==> src/design/pnes_pkg.sv <==
`default_nettype none
package pnes_pkg;

   localparam int ID_W     = 32;
   localparam int CPOS_W   = 48;
   localparam int DUR_W    = 14;
   localparam int OFS_W    = 13;
   localparam int WORD_W   = 32;
   localparam int PERIOD_W = 24;

   localparam logic [WORD_W-1:0]   WORD_NOTE_ON  = 32'h20903c7f;
   localparam logic [WORD_W-1:0]   WORD_NOTE_OFF = 32'h20803c7f;
   localparam logic [DUR_W-1:0]    DURATION_MAX  = 14'd8192;
   localparam logic [PERIOD_W-1:0] PERIOD_RESET  = 24'd6000;
   localparam logic [ID_W-1:0]     CLOCK_INVALID = 32'hFFFF_FFFF;

   // divider status back to the sequencer
   typedef struct packed {
      logic                done;
      logic                q_lsb;
      logic [PERIOD_W-1:0] rem;
   } div_result_type;

   // first boundary handed to the emitter
   typedef struct packed {
      logic             start;
      logic [OFS_W-1:0] off;
      logic             parity;
      logic [DUR_W-1:0] dur;
   } emit_start_type;

endpackage
`default_nettype wire

==> src/design/pnes_if.sv <==
`default_nettype none
interface pnes_req_if;
   logic                        valid;
   logic                        ready;
   logic                        action;
   logic [pnes_pkg::ID_W-1:0]   timebase_id;
   logic [pnes_pkg::CPOS_W-1:0] clock_position;
   logic [pnes_pkg::DUR_W-1:0]  cycle_duration;

   modport source (output valid, action, timebase_id, clock_position, cycle_duration,
                   input ready);
   modport sink (input valid, action, timebase_id, clock_position, cycle_duration,
                 output ready);
endinterface

interface pnes_rsp_if;
   logic                        valid;
   logic                        ready;
   logic [pnes_pkg::OFS_W-1:0]  event_offset;
   logic                        note_on;
   logic [pnes_pkg::WORD_W-1:0] event_word;
   logic                        last_event;
   logic                        events_dropped;

   modport source (output valid, event_offset, note_on, event_word, last_event,
                   events_dropped, input ready);
   modport sink (input valid, event_offset, note_on, event_word, last_event,
                 events_dropped, output ready);
endinterface

interface pnes_csr_if;
   logic                          valid;
   logic                          ready;
   logic [pnes_pkg::PERIOD_W-1:0] period_samples;

   modport source (output valid, period_samples, input ready);
   modport sink (input valid, period_samples, output ready);
endinterface
`default_nettype wire

==> src/design/pnes_divider.sv <==
`default_nettype none
// Restoring divider, one quotient bit per cycle, MSB first.
// Only the remainder and the quotient LSB are kept.
module pnes_divider #(
   parameter int POSITION_BITS = 48
) (
   input  wire logic                          clock,
   input  wire logic                          reset,
   input  wire logic                          start,
   input  wire logic [POSITION_BITS-1:0]      dividend,
   input  wire logic [pnes_pkg::PERIOD_W-1:0] divisor,
   output pnes_pkg::div_result_type           result
);
   import pnes_pkg::*;

   localparam int CNT_W = $clog2(POSITION_BITS + 1);

   logic [POSITION_BITS-1:0] dvd_ff, dvd_in;
   logic [PERIOD_W-1:0]      rem_ff, rem_in;
   logic [CNT_W-1:0]         cnt_ff, cnt_in;
   logic                     busy_ff, busy_in;
   logic                     done_ff, done_in;
   logic                     q_ff, q_in;
   logic [PERIOD_W:0]        trial;
   logic                     ge;

   assign trial = {rem_ff, dvd_ff[POSITION_BITS-1]};
   assign ge    = trial >= {1'b0, divisor};

   always_comb begin
      dvd_in  = dvd_ff;
      rem_in  = rem_ff;
      cnt_in  = cnt_ff;
      busy_in = busy_ff;
      q_in    = q_ff;
      done_in = 1'b0;
      if (start) begin
         dvd_in  = dividend;
         rem_in  = '0;
         cnt_in  = CNT_W'(POSITION_BITS);
         busy_in = 1'b1;
      end else if (busy_ff) begin
         dvd_in = {dvd_ff[POSITION_BITS-2:0], 1'b0};
         rem_in = ge ? PERIOD_W'(trial - {1'b0, divisor}) : trial[PERIOD_W-1:0];
         q_in   = ge;
         cnt_in = cnt_ff - CNT_W'(1);
         if (cnt_ff == CNT_W'(1)) begin
            busy_in = 1'b0;
            done_in = 1'b1;
         end
      end
   end

   always_ff @(posedge clock) begin
      dvd_ff <= dvd_in;
      rem_ff <= rem_in;
      q_ff   <= q_in;
      cnt_ff <= cnt_in;
      if (reset) begin
         busy_ff <= 1'b0;
         done_ff <= 1'b0;
      end else begin
         busy_ff <= busy_in;
         done_ff <= done_in;
      end
   end

   assign result.done  = done_ff;
   assign result.q_lsb = q_ff;
   assign result.rem   = rem_ff;

   a_cnt_live: assert property (@(posedge clock) disable iff (reset)
      busy_ff |-> cnt_ff != '0)
      else $error("divider busy with zero count");

endmodule
`default_nettype wire

==> src/design/pnes_emitter.sv <==
`default_nettype none
// Steps through period boundaries, one event per transfer slot.
module pnes_emitter #(
   parameter int MAX_EVENTS = 64
) (
   input  wire logic                          clock,
   input  wire logic                          reset,
   input  wire pnes_pkg::emit_start_type      start,
   input  wire logic [pnes_pkg::PERIOD_W-1:0] period,
   output logic                               busy,
   pnes_rsp_if.source                         rsp
);
   import pnes_pkg::*;

   localparam int CNT_W = (MAX_EVENTS > 1) ? $clog2(MAX_EVENTS) : 1;

   logic                busy_ff, busy_in;
   logic [OFS_W-1:0]    off_ff, off_in;
   logic                par_ff, par_in;
   logic [DUR_W-1:0]    dur_ff, dur_in;
   logic [CNT_W-1:0]    cnt_ff, cnt_in;
   logic                vld_ff, vld_in;
   logic [OFS_W-1:0]    ofs_ff, ofs_in;
   logic                on_ff, on_in;
   logic                last_ff, last_in;
   logic                drop_ff, drop_in;
   logic [PERIOD_W:0]   next_off;
   logic                more, at_max, load;

   assign next_off = (PERIOD_W+1)'(off_ff) + (PERIOD_W+1)'(period);
   assign more     = next_off < (PERIOD_W+1)'(dur_ff);
   assign at_max   = cnt_ff == CNT_W'(MAX_EVENTS - 1);
   assign load     = busy_ff && (!vld_ff || rsp.ready);

   always_comb begin
      busy_in = busy_ff;
      off_in  = off_ff;
      par_in  = par_ff;
      dur_in  = dur_ff;
      cnt_in  = cnt_ff;
      vld_in  = vld_ff && !rsp.ready;
      ofs_in  = ofs_ff;
      on_in   = on_ff;
      last_in = last_ff;
      drop_in = drop_ff;
      if (start.start) begin
         busy_in = 1'b1;
         off_in  = start.off;
         par_in  = start.parity;
         dur_in  = start.dur;
         cnt_in  = '0;
      end else if (load) begin
         vld_in  = 1'b1;
         ofs_in  = off_ff;
         on_in   = !par_ff;
         last_in = !more || at_max;
         drop_in = more && at_max;
         off_in  = next_off[OFS_W-1:0];
         par_in  = !par_ff;
         cnt_in  = cnt_ff + CNT_W'(1);
         if (!more || at_max) busy_in = 1'b0;
      end
   end

   always_ff @(posedge clock) begin
      off_ff  <= off_in;
      par_ff  <= par_in;
      dur_ff  <= dur_in;
      cnt_ff  <= cnt_in;
      ofs_ff  <= ofs_in;
      on_ff   <= on_in;
      last_ff <= last_in;
      drop_ff <= drop_in;
      if (reset) begin
         busy_ff <= 1'b0;
         vld_ff  <= 1'b0;
      end else begin
         busy_ff <= busy_in;
         vld_ff  <= vld_in;
      end
   end

   assign busy               = busy_ff;
   assign rsp.valid          = vld_ff;
   assign rsp.event_offset   = ofs_ff;
   assign rsp.note_on        = on_ff;
   assign rsp.event_word     = on_ff ? WORD_NOTE_ON : WORD_NOTE_OFF;
   assign rsp.last_event     = last_ff;
   assign rsp.events_dropped = drop_ff;

   a_last_ends: assert property (@(posedge clock) disable iff (reset)
      (load && !start.start && (!more || at_max)) |=> !busy_ff && vld_ff && last_ff)
      else $error("last event did not end the burst");

   a_drop_on_last: assert property (@(posedge clock) disable iff (reset)
      (vld_ff && drop_ff) |-> last_ff)
      else $error("drop flag on a non-last event");

endmodule
`default_nettype wire

==> src/design/periodic_note_event_scheduler_top.sv <==
`default_nettype none
// Channel  Role    Transfer moves
// -------  ------  --------------------------------------------------------
// req      sink    action, timebase_id, clock_position, cycle_duration
// rsp      source  event_offset, note_on, event_word, last_event, events_dropped
// csr      sink    period_samples (always ready)
//
// A restart transfer is absorbed in its accept cycle. A graph cycle passes
// REBASE, LOCAL, ADVANCE, DIVIDE and SETUP before its first event (serial divider, one
// quotient bit a cycle), then one event per cycle while rsp keeps up.
// Synchronous active-high reset: period 6000, clock id invalid, timeline zero.
// rsp is a registered slot; a stalled sink holds the emitter, not the divider.
// req is taken only when the sequencer is idle.
module periodic_note_event_scheduler_top #(
   parameter int MAX_EVENTS    = 64,
   parameter int POSITION_BITS = 48
) (
   input  wire logic  clock,
   input  wire logic  reset,
   pnes_req_if.sink   req,
   pnes_rsp_if.source rsp,
   pnes_csr_if.sink   csr
);
   import pnes_pkg::*;

   typedef enum logic [6:0] {
      ST_IDLE    = 7'b0000001,
      ST_REBASE  = 7'b0000010,
      ST_LOCAL   = 7'b0000100,
      ST_ADVANCE = 7'b0001000,
      ST_DIVIDE  = 7'b0010000,
      ST_SETUP   = 7'b0100000,
      ST_EMIT    = 7'b1000000
   } state_type;

   state_type                state_ff, state_in;
   logic [PERIOD_W-1:0]      period_ff;
   logic [ID_W-1:0]          cur_clock_ff, cur_clock_in;
   logic [POSITION_BITS-1:0] offset_ff, offset_in;
   logic [POSITION_BITS-1:0] expected_ff, expected_in;
   logic [ID_W-1:0]          id_ff, id_in;
   logic [POSITION_BITS-1:0] cpos_ff, cpos_in;
   logic [DUR_W-1:0]         dur_ff, dur_in;
   logic [POSITION_BITS-1:0] sp_ff, sp_in;

   logic [PERIOD_W-1:0]      period_eff;
   logic                     div_start;
   div_result_type           div_res;
   emit_start_type           emit_go;
   logic                     emit_busy;
   logic [PERIOD_W-1:0]      first_off;
   logic                     rem_nz;
   logic                     req_xfer;

   // zero period behaves as one
   assign period_eff = (period_ff == '0) ? PERIOD_W'(1) : period_ff;
   assign csr.ready  = 1'b1;
   assign req.ready  = (state_ff == ST_IDLE);
   assign req_xfer   = req.valid && req.ready;

   // first boundary at or after the local position
   assign rem_nz    = div_res.rem != '0;
   assign first_off = rem_nz ? (period_eff - div_res.rem) : '0;

   always_comb begin
      state_in     = state_ff;
      cur_clock_in = cur_clock_ff;
      offset_in    = offset_ff;
      expected_in  = expected_ff;
      id_in        = id_ff;
      cpos_in      = cpos_ff;
      dur_in       = dur_ff;
      sp_in        = sp_ff;
      div_start    = 1'b0;
      emit_go      = '0;
      emit_go.off    = first_off[OFS_W-1:0];
      emit_go.parity = div_res.q_lsb ^ rem_nz;
      emit_go.dur    = dur_ff;
      case (state_ff)
         ST_IDLE: begin
            if (req_xfer) begin
               if (req.action) begin
                  cur_clock_in = CLOCK_INVALID;
                  offset_in    = '0;
                  expected_in  = '0;
               end else begin
                  id_in    = req.timebase_id;
                  cpos_in  = POSITION_BITS'(req.clock_position);
                  dur_in   = (req.cycle_duration > DURATION_MAX) ? DURATION_MAX
                                                                 : req.cycle_duration;
                  state_in = ST_REBASE;
               end
            end
         end
         ST_REBASE: begin
            // new clock: keep the local timeline continuous
            if (cur_clock_ff != id_ff) begin
               offset_in    = cpos_ff - expected_ff;
               cur_clock_in = id_ff;
            end
            state_in = ST_LOCAL;
         end
         ST_LOCAL: begin
            sp_in    = cpos_ff - offset_ff;
            state_in = ST_ADVANCE;
         end
         ST_ADVANCE: begin
            expected_in = sp_ff + POSITION_BITS'(dur_ff);
            div_start   = 1'b1;
            state_in    = ST_DIVIDE;
         end
         ST_DIVIDE: begin
            if (div_res.done) state_in = ST_SETUP;
         end
         ST_SETUP: begin
            if (first_off < PERIOD_W'(dur_ff)) begin
               emit_go.start = 1'b1;
               state_in      = ST_EMIT;
            end else begin
               state_in = ST_IDLE;
            end
         end
         ST_EMIT: begin
            if (!emit_busy) state_in = ST_IDLE;
         end
         default: state_in = ST_IDLE;
      endcase
   end

   always_ff @(posedge clock) begin
      id_ff   <= id_in;
      cpos_ff <= cpos_in;
      dur_ff  <= dur_in;
      sp_ff   <= sp_in;
      if (reset) begin
         state_ff     <= ST_IDLE;
         period_ff    <= PERIOD_RESET;
         cur_clock_ff <= CLOCK_INVALID;
         offset_ff    <= '0;
         expected_ff  <= '0;
      end else begin
         state_ff     <= state_in;
         cur_clock_ff <= cur_clock_in;
         offset_ff    <= offset_in;
         expected_ff  <= expected_in;
         if (csr.valid && csr.ready) period_ff <= csr.period_samples;
      end
   end

   pnes_divider #(
      .POSITION_BITS (POSITION_BITS)
   ) u_divider (
      .clock    (clock),
      .reset    (reset),
      .start    (div_start),
      .dividend (sp_ff),
      .divisor  (period_eff),
      .result   (div_res)
   );

   pnes_emitter #(
      .MAX_EVENTS (MAX_EVENTS)
   ) u_emitter (
      .clock  (clock),
      .reset  (reset),
      .start  (emit_go),
      .period (period_eff),
      .busy   (emit_busy),
      .rsp    (rsp)
   );

   a_idle_quiet: assert property (@(posedge clock) disable iff (reset)
      (state_ff == ST_IDLE) |-> !emit_busy)
      else $error("emitter busy while sequencer idle");

   a_restart: assert property (@(posedge clock) disable iff (reset)
      (req_xfer && req.action) |=>
         (cur_clock_ff == CLOCK_INVALID) && (expected_ff == '0) && (offset_ff == '0))
      else $error("restart did not clear the timeline");

endmodule
`default_nettype wire

==> src/flat_wrapper.sv <==
// flat-port wrapper written by rule: the top's interface ports become plain ports
module periodic_note_event_scheduler_top_flat import pnes_pkg::*;
#(
   parameter int MAX_EVENTS    = 64,
   parameter int POSITION_BITS = 48
)
  (clock, reset, req_valid, req_action, req_timebase_id, req_clock_position, req_cycle_duration, req_ready, rsp_valid, rsp_event_offset, rsp_note_on, rsp_event_word, rsp_last_event, rsp_events_dropped, rsp_ready, csr_valid, csr_period_samples, csr_ready);
  pnes_req_if req_i ();
  pnes_rsp_if rsp_i ();
  pnes_csr_if csr_i ();
  input  wire logic clock;
  input  wire logic reset;
  input wire logic [$bits(req_i.valid)-1:0] req_valid;
  input wire logic [$bits(req_i.action)-1:0] req_action;
  input wire logic [$bits(req_i.timebase_id)-1:0] req_timebase_id;
  input wire logic [$bits(req_i.clock_position)-1:0] req_clock_position;
  input wire logic [$bits(req_i.cycle_duration)-1:0] req_cycle_duration;
  output wire logic [$bits(req_i.ready)-1:0] req_ready;
  output wire logic [$bits(rsp_i.valid)-1:0] rsp_valid;
  output wire logic [$bits(rsp_i.event_offset)-1:0] rsp_event_offset;
  output wire logic [$bits(rsp_i.note_on)-1:0] rsp_note_on;
  output wire logic [$bits(rsp_i.event_word)-1:0] rsp_event_word;
  output wire logic [$bits(rsp_i.last_event)-1:0] rsp_last_event;
  output wire logic [$bits(rsp_i.events_dropped)-1:0] rsp_events_dropped;
  input wire logic [$bits(rsp_i.ready)-1:0] rsp_ready;
  input wire logic [$bits(csr_i.valid)-1:0] csr_valid;
  input wire logic [$bits(csr_i.period_samples)-1:0] csr_period_samples;
  output wire logic [$bits(csr_i.ready)-1:0] csr_ready;
  assign req_i.valid = req_valid;
  assign req_i.action = req_action;
  assign req_i.timebase_id = req_timebase_id;
  assign req_i.clock_position = req_clock_position;
  assign req_i.cycle_duration = req_cycle_duration;
  assign req_ready = req_i.ready;
  assign rsp_valid = rsp_i.valid;
  assign rsp_event_offset = rsp_i.event_offset;
  assign rsp_note_on = rsp_i.note_on;
  assign rsp_event_word = rsp_i.event_word;
  assign rsp_last_event = rsp_i.last_event;
  assign rsp_events_dropped = rsp_i.events_dropped;
  assign rsp_i.ready = rsp_ready;
  assign csr_i.valid = csr_valid;
  assign csr_i.period_samples = csr_period_samples;
  assign csr_ready = csr_i.ready;
  periodic_note_event_scheduler_top #(.MAX_EVENTS(MAX_EVENTS), .POSITION_BITS(POSITION_BITS)) u_core (.clock(clock), .reset(reset), .req(req_i), .rsp(rsp_i), .csr(csr_i));
endmodule
==> config.mk <==
export PLATFORM = sky130hd
export DESIGN_NAME = periodic_note_event_scheduler_top_flat
export DESIGN_NICKNAME = d
export VERILOG_FILES = /design/src/design/pnes_pkg.sv /design/src/design/pnes_if.sv /design/src/design/pnes_divider.sv /design/src/design/pnes_emitter.sv /design/src/design/periodic_note_event_scheduler_top.sv /design/src/flat_wrapper.sv
export SDC_FILE = /design/constraint.sdc
export NUM_CORES = 1
export LEC_CHECK = 0
export BUFFER_PORTS_ARGS = -buffer_cell sky130_fd_sc_hd__buf_2
export CAP_MARGIN = 10
export CORE_UTILIZATION = 25
export CTS_BUF_LIST = sky130_fd_sc_hd__clkbuf_16
export CTS_CLUSTER_DIAMETER = 200
export DETAILED_ROUTE_END_ITERATION = 7
export SETUP_SLACK_MARGIN = 0.4
export SYNTH_ARGS = -nofsm -noshare
export SYNTH_HDL_FRONTEND = slang
export SYNTH_SLANG_ARGS = --single-unit
export TNS_END_PERCENT = 100
==> constraint.sdc <==
create_clock -name clock -period 14.6 [get_ports clock]
set_input_delay 1.46 -clock clock [delete_from_list [all_inputs] [get_ports clock]]
set_output_delay 1.46 -clock clock [all_outputs]
set_load 0.1 [all_outputs]
==> results of run 1 <==
## kinds of logic (layout without fill, tap and decap cells)
| logic type | count (synthesis) | after routing | synth area share [%] |
|---|---|---|---|
| AND/OR/NAND/NOR | 898 | 898 | 16.0 |
| AO/OA/AOI/OAI | 744 | 744 | 17.7 |
| flip-flops | 434 | 434 | 42.1 |
| buffers and inverters | 395 | 493 | 6.14 |
| XOR/XNOR | 221 | 221 | 7.39 |
| adder cells (fa/ha/maj) | 204 | 204 | 9.91 |
| multiplexers | 19 | 19 | 0.726 |
| other | 2 | 33 | 0.0287 |
## stage by stage
| step | power (mW) | instance area (sq um) |
|---|---|---|
| CTS | 3.81 | 29900 |
| floorplan | 2.21 | 26300 |
| finish | 3.76 | 29900 |
| detailed placement | 2.45 | 28200 |
| global placement | 2.45 | 28200 |
| global route | 3.97 | 29900 |
## power groups by stage
| stage | Clock, mW | Combinational (mW) | Sequential [mW] |
|---|---|---|---|
| after global placement | 0 | 0.959 | 1.49 |
| after global routing | 1.42 | 1.08 | 1.47 |
| after floorplan | 0 | 0.749 | 1.46 |
| after CTS | 1.38 | 0.968 | 1.46 |
| final | 1.33 | 0.967 | 1.46 |
| after detailed placement | 0 | 0.962 | 1.49 |
## registers in the layout, indices dropped and copies added (netlist names), 24 cells and up
register and flops:
u_core.u_divider.rem_ff 24, u_core.cur_clock_ff 32, u_core.sp_ff 48, u_core.id_ff 32
u_core.expected_ff 48, u_core.offset_ff 48, u_core.u_divider.dvd_ff 48, u_core.period_ff 24
u_core.cpos_ff 48
## area by class of cell
type / instances / area (sq um) / area share [%]
Antenna cell: 1 / 2.50 / 0.00836
Clock buffer: 53 / 1330 / 4.43
Clock inverter: 46 / 405 / 1.35
Inverter: 231 / 867 / 2.90
Multi-Input combinational cell: 2118 / 13700 / 45.8
Sequential cell: 434 / 11000 / 36.9
Tap cell: 1380 / 1730 / 5.77
Timing Repair Buffer: 163 / 868 / 2.90
## cells in the mapped netlist (21+ instances only)
| master | number |
|---|---|
| nand2b_1 | 27 |
| a21o_1 | 92 |
| a31oi_1 | 34 |
| nor2_1 | 186 |
| ha_1 | 198 |
| clkbuf_1 | 122 |
| a211oi_1 | 21 |
| nand2_1 | 351 |
| o21ai_0 | 201 |
| nand4_1 | 30 |
| edfxtp_1 | 235 |
| buf_4 | 34 |
| and3_1 | 31 |
| inv_1 | 230 |
| a21oi_1 | 215 |
| nor3_1 | 59 |
| dfxtp_1 | 199 |
| xor2_1 | 125 |
| nand3_1 | 85 |
| o211ai_1 | 30 |
| o21a_1 | 27 |
| nor4_1 | 27 |
| nor2b_1 | 36 |
| xnor2_1 | 96 |
## worst max path at each step
| stage | start | end | slack, ns | depth (start not counted) |
|---|---|---|---|---|
| 2_1_floorplan | u_core.state_ff[6] | u_core.state_ff[0] | 8.31 | 6 |
| 3_3_place_gp | u_core.period_ff[2] | u_core.u_emitter.par_ff | 8.65 | 24 |
| 3_5_place_dp | u_core.period_ff[6] | u_core.u_emitter.off_ff[5] | 8.68 | 24 |
| 4_1_cts | u_core.period_ff[6] | u_core.u_emitter.off_ff[3] | 8.63 | 24 |
| 5_1_grt | u_core.period_ff[6] | u_core.u_emitter.off_ff[1] | 8.21 | 24 |
| 6_report | u_core.period_ff[6] | u_core.u_emitter.par_ff | 8.60 | 24 |
## layer usage
layer  routed length (microns)  vias up
met5                        59        -
met4                      1920       10
met3                      3430      106
met2                     32600      419
li1                          -    10400
met1                     33400     9627
## worst register-to-register path: cells and delay by family, from the launching register on
| family | cells | cell delay, ns |
|---|---|---|
| AND/OR/NAND/NOR | 8 | 1.57 |
| flip-flops | 1 | 0.35 |
| buffers and inverters | 3 | 0.42 |
| XOR/XNOR | 1 | 0.14 |
| adder cells (fa/ha/maj) | 3 | 0.88 |
| AO/OA/AOI/OAI | 9 | 2.32 |
==> metrics.yaml, run 1 <==
cells_and_area:
  final_util_pct: 28.9
  nNetsFinal: 3329
  nFillCells: 11000
  final_cells: 4426
  mostFrequentLayoutCell: "nand2_1"
  mostFrequentLayoutCells: "nand2_1 (351), inv_1 (239), edfxtp_1 (235), a21oi_1 (215), o21ai_0 (200)"
  area_delta_synth_final_pct: 14.3
  drive_above_1_share_pct: 9.03
detailed_routing:
  ant_nets: 0
  drt_wl_total_microns: 71500
  drtIter0Drc: 1229
  post_drt_wl_per_cell_microns: 16.1
  via_per_inst: 4.65
  via_count: 20600
  drt-pass1-iter-count: 5
  drc: 0
placed_design:
  post-place-ws_ns: 8.68
  io_buffers: 142
  place_hpwl_microns: 53300
  gp_congestion: 0.906
  place_inst: 4326
setup_path:
  ff2ff_path_depth: 24
  cpMostUsedCell: "a21o_1"
  worstPathCellList: "nor4_1, nand2_1, nor3_1, a41o_1, inv_1, ha_1, fa_1, nand2b_1, a21o_1, a21oi_1, nor2_1, xnor2_1, nand2_1, inv_1, ha_1, a21o_1, a21o_1, a21oi_1, nand4b_1, a31oi_1, o21ai_0, nand2b_1, o21ai_1, buf_4"
  critPathCaptureType: "register"
  critPathLaunchType: "register"
  critPathTopFamily: "compound AO/OA/AOI/OAI gates"
  rr_endpoint: "u_core.u_emitter.par_ff"
  cp.required_ns: 14.95
  rr_startpoint: "u_core.period_ff[6]"
  worst_ep_arrival_time_ns: 6.35
  r2r_slack_ns: 8.60
  cp_max_fo: 16
  critPathMaxStageDelay_ns: 0.60
  cp_slowest_cell: "o21ai_1"
  criticalPathCategory: "reg -> reg"
  worst-path-buf-inv: 3
floorplan:
  start_util_pct: 25.3
  die_x_microns: 326
  io_pins: 175
  die_y_microns: 326
  fp.dieArea_sq_um: 106000
  rows: 118
  coreArea_sq_um: 104000
timing:
  fin_crit_ns: 6.00
  grt_setup_unrepaired: "false"
  max_freq_mhz: 167
  fin_crit_sh_pct: 41.1
  hold-worst-slack_ns: 0.449
  worst_pin_slew_ns: 1.08
  setup_viol: 0
  tns_ns: 0
  fin_ws_ns: 8.60
  finClkSkew_ns: 0.0513
  slew_violations: 0
  slew_headroom_pct: 27.9
  finalHoldViolCount: 0
synthesis:
  synth_area_leaders: "edfxtp_1 (27%), dfxtp_1 (15%), ha_1 (9.5%)"
  synth_top_area_share_pct: 26.9
  syn_area_per_cell_sq_um: 8.98
  synthArstFlopShare_pct: 0
  yosysWarnings: 0
  netlist_instances: 2917
  synth_edf_count: 235
  synth.distinct_cells: 81
  yosys.area.top_type: "edfxtp_1"
  synthFlopType: "edfxtp_1"
  seq_area_frac_synth_pct: 42.1
  syn_area_sq_um: 26200
  ys_ff_latch: 434
clock_tree:
  path_clk_slew_ns: 0.07
  post_cts_buffers: 0
  insertion_delay_ns: 0.66
  clockBufferDepth: 3
  hold_buffers: 0
  numCtsBuffers: 53
  cts.repair.resized: 0
  cts_tree: "built"
  htreeDepth: 2
  ctsRootBufferMaster: "clkbuf_16"
  numClockSinks: 434
power:
  p_clk_share_pct: 35.4
  power_density_nw_per_um2: 126
  swShare_pct: 33.0
  p_sw_mw: 1.24
  leakage_nw: 11.6
  power_frac_comb_pct: 25.7
  p_int_mw: 2.52
  seq_power_share_pct: 38.9
  vdd_drop_max_mv: 0.111
global_route:
  grt_pass1_wl_microns: 112000
  grt_pass1_vias: 20200
  met3_usage_pct: 2.27
  busiest_layer: "met2"
  grt_use_met1_pct: 17.5
  gr-total-overflow: 0
  grt_start_max_net_pins: 75
  grt_antenna_before_repair: 6
  met2_usage_pct: 21.7
  track_usage_pct: 13.2
run_status:
  outcome: "completed"
min_path:
  holdPathStages: 2
  hold_start: "u_core.offset_ff[34]"
  min_path_type: "reg -> reg"
  min_to: "u_core.offset_ff[34]"
job:
  cap_violations: 0
No activity file was read; power rests on OpenSTA's default activity.
==> run 2, diff against run 1 <==
==> constraint.sdc (replaced) <==
create_clock -name clock -period 5.1 [get_ports clock]
set_input_delay 0.51 -clock clock [delete_from_list [all_inputs] [get_ports clock]]
set_output_delay 0.51 -clock clock [all_outputs]
set_load 0.1 [all_outputs]
==> run 2 against run 1 <==
Compared with the run above: core utilization increased by 0.77 points; first-iteration DRC count up 20%; fmax up 28%; critical endpoint is now u_core.u_emitter.rsp.event_offset[6]; largest cell class unchanged; highest routed layer unchanged.
==> metrics.yaml, run 2 (synthesis gave the netlist of run 1 again) <==
timing:
  fin_crit_ns: 4.70
  grt_setup_unrepaired: "true"
  finClkSkew_ns: 0.0266
  setup_viol: 0
  worst_pin_slew_ns: 1.20
  finalHoldViolCount: 0
  slew_violations: 0
  slew_headroom_pct: 20.3
  tns_ns: 0
  hold-worst-slack_ns: 0.0511
  fin_crit_sh_pct: 92.1
  max_freq_mhz: 213
detailed_routing:
  drtIter0Drc: 1471
  ant_nets: 0
  drc: 0
  post_drt_wl_per_cell_microns: 16.4
  drt_wl_total_microns: 73700
  drt-pass1-iter-count: 6
  via_per_inst: 4.68
  via_count: 21000
clock_tree:
  numClockSinks: 434
  path_clk_slew_ns: 0.06
  insertion_delay_ns: 0.63
  numCtsBuffers: 53
  clockBufferDepth: 3
  htreeDepth: 2
  ctsRootBufferMaster: "clkbuf_16"
  cts_tree: "built"
cells_and_area:
  nNetsFinal: 3389
  multi_input_area_sq_um: 14000
  mostFrequentLayoutCells: "nand2_1 (351), inv_1 (243), edfxtp_1 (235), a21oi_1 (209), dfxtp_1 (197)"
  design_area_sq_um: 30700
  mostFrequentLayoutCell: "nand2_1"
  area_delta_synth_final_pct: 17.3
  seqCellArea_sq_um: 11000
  nFillCells: 10900
  drive_above_1_share_pct: 12.1
  final_cells: 4488
global_route:
  grt_pass1_vias: 20400
  grt_start_max_net_pins: 63
  gr-total-overflow: 0
  track_usage_pct: 13.5
  grt_pass1_wl_microns: 114000
  grt_antenna_before_repair: 5
floorplan:
  rows: 118
  die_x_microns: 326
  fp.dieArea_sq_um: 106000
  die_y_microns: 326
  io_pins: 175
  coreArea_sq_um: 104000
  start_util_pct: 25.3
setup_path:
  cp_max_fo: 16
  critPathLaunchType: "register"
  critPathCaptureType: "register"
  worst_ep_arrival_time_ns: 5.07
  cpMostUsedCell: "a21oi_2"
  cp.required_ns: 5.47
  critPathMaxStageDelay_ns: 0.34
  cp_slowest_cell: "fa_2"
  criticalPathCategory: "reg -> reg"
job:
  cap_violations: 0
placed_design:
  io_buffers: 142
  gp_congestion: 0.928
  place_inst: 4369
  place_hpwl_microns: 55300
  place_area_sq_um: 28600
power:
  vdd_drop_max_mv: 0.328
  power_density_nw_per_um2: 352
  leakage_nw: 12.0
min_path:
  min_path_type: "in -> reg"
run_status:
  outcome: "completed"
## run 2: final cells by class
class	count	area share (%)
Inverter	231	2.83
Sequential cell	434	35.9
Clock inverter	45	1.15
Tap cell	1380	5.62
Timing Repair Buffer	223	4.51
Clock buffer	54	4.40
Antenna cell	3	0.0244
Multi-Input combinational cell	2118	45.6
## run 2: per-stage QoR
step,setup WS [ns],utilization (%),power (mW)
after floorplan,0.441,-,6.32
after global placement,0.153,27.5,7.07
after detailed placement,0.0564,27.5,7.07
after CTS,0.397,29.3,10.9
after global routing,0.121,29.6,11.4
final,0.401,29.6,10.8
## run 2: worst max-delay path, delay by kind of cell (launching register included)
kind | cells | cell delay [ns]
and+or+nand+nor | 10 | 1.34
buffers and inverters | 5 | 0.64
xor gates and xnor gates | 1 | 0.18
DFF | 1 | 0.33
AOI/OAI and AO/OA | 8 | 1.13
adders and majority gates | 3 | 0.80
## run 2: final timing paths
kind	start	end	slack (ns)	depth (start not counted)
setup / recovery	u_core.period_ff[2]	u_core.u_emitter.rsp.event_offset[6]	0.40	27
hold reg to reg	u_core.offset_ff[29]	u_core.offset_ff[29]	0.45	2
hold / removal	req_timebase_id[15]	u_core.id_ff[15]	0.05	1
setup reg to reg	u_core.period_ff[2]	u_core.u_emitter.rsp.event_offset[6]	0.40	27
## run 2: repair_timing
item,in CTS,in global routing
hold buffers,3,0
pin swaps,15,18
setup buffers,6,8
gates cloned,0,0
endpoints found under the setup margin,70,70
gates resized for setup,22,63
endpoints found under the hold margin,3,0
## run 2: report_power, final
| group | total, mW | leakage, nW | internal (mW) | switching (mW) |
|---|---|---|---|---|
| combinational | 2.92 | 7.32 | 1.10 | 1.82 |
| clock | 3.73 | 0.896 | 2.17 | 1.56 |
| sequential | 4.18 | 3.76 | 3.99 | 0.194 |
| total | 10.8 | 12.0 | 7.25 | 3.57 |
## run 2: metal layers
metal  GRT usage, %  wire [microns]  vias to the layer above  part of all wire [%]
met3           2.19            3850                      113                   5.2
met4           3.95            1940                        4                   2.6
met1           18.2           34400                     9832                    47
met2           22.1           33500                      518                    45
met5              0              30                        -                 0.041
li1               -               -                    10500                     -
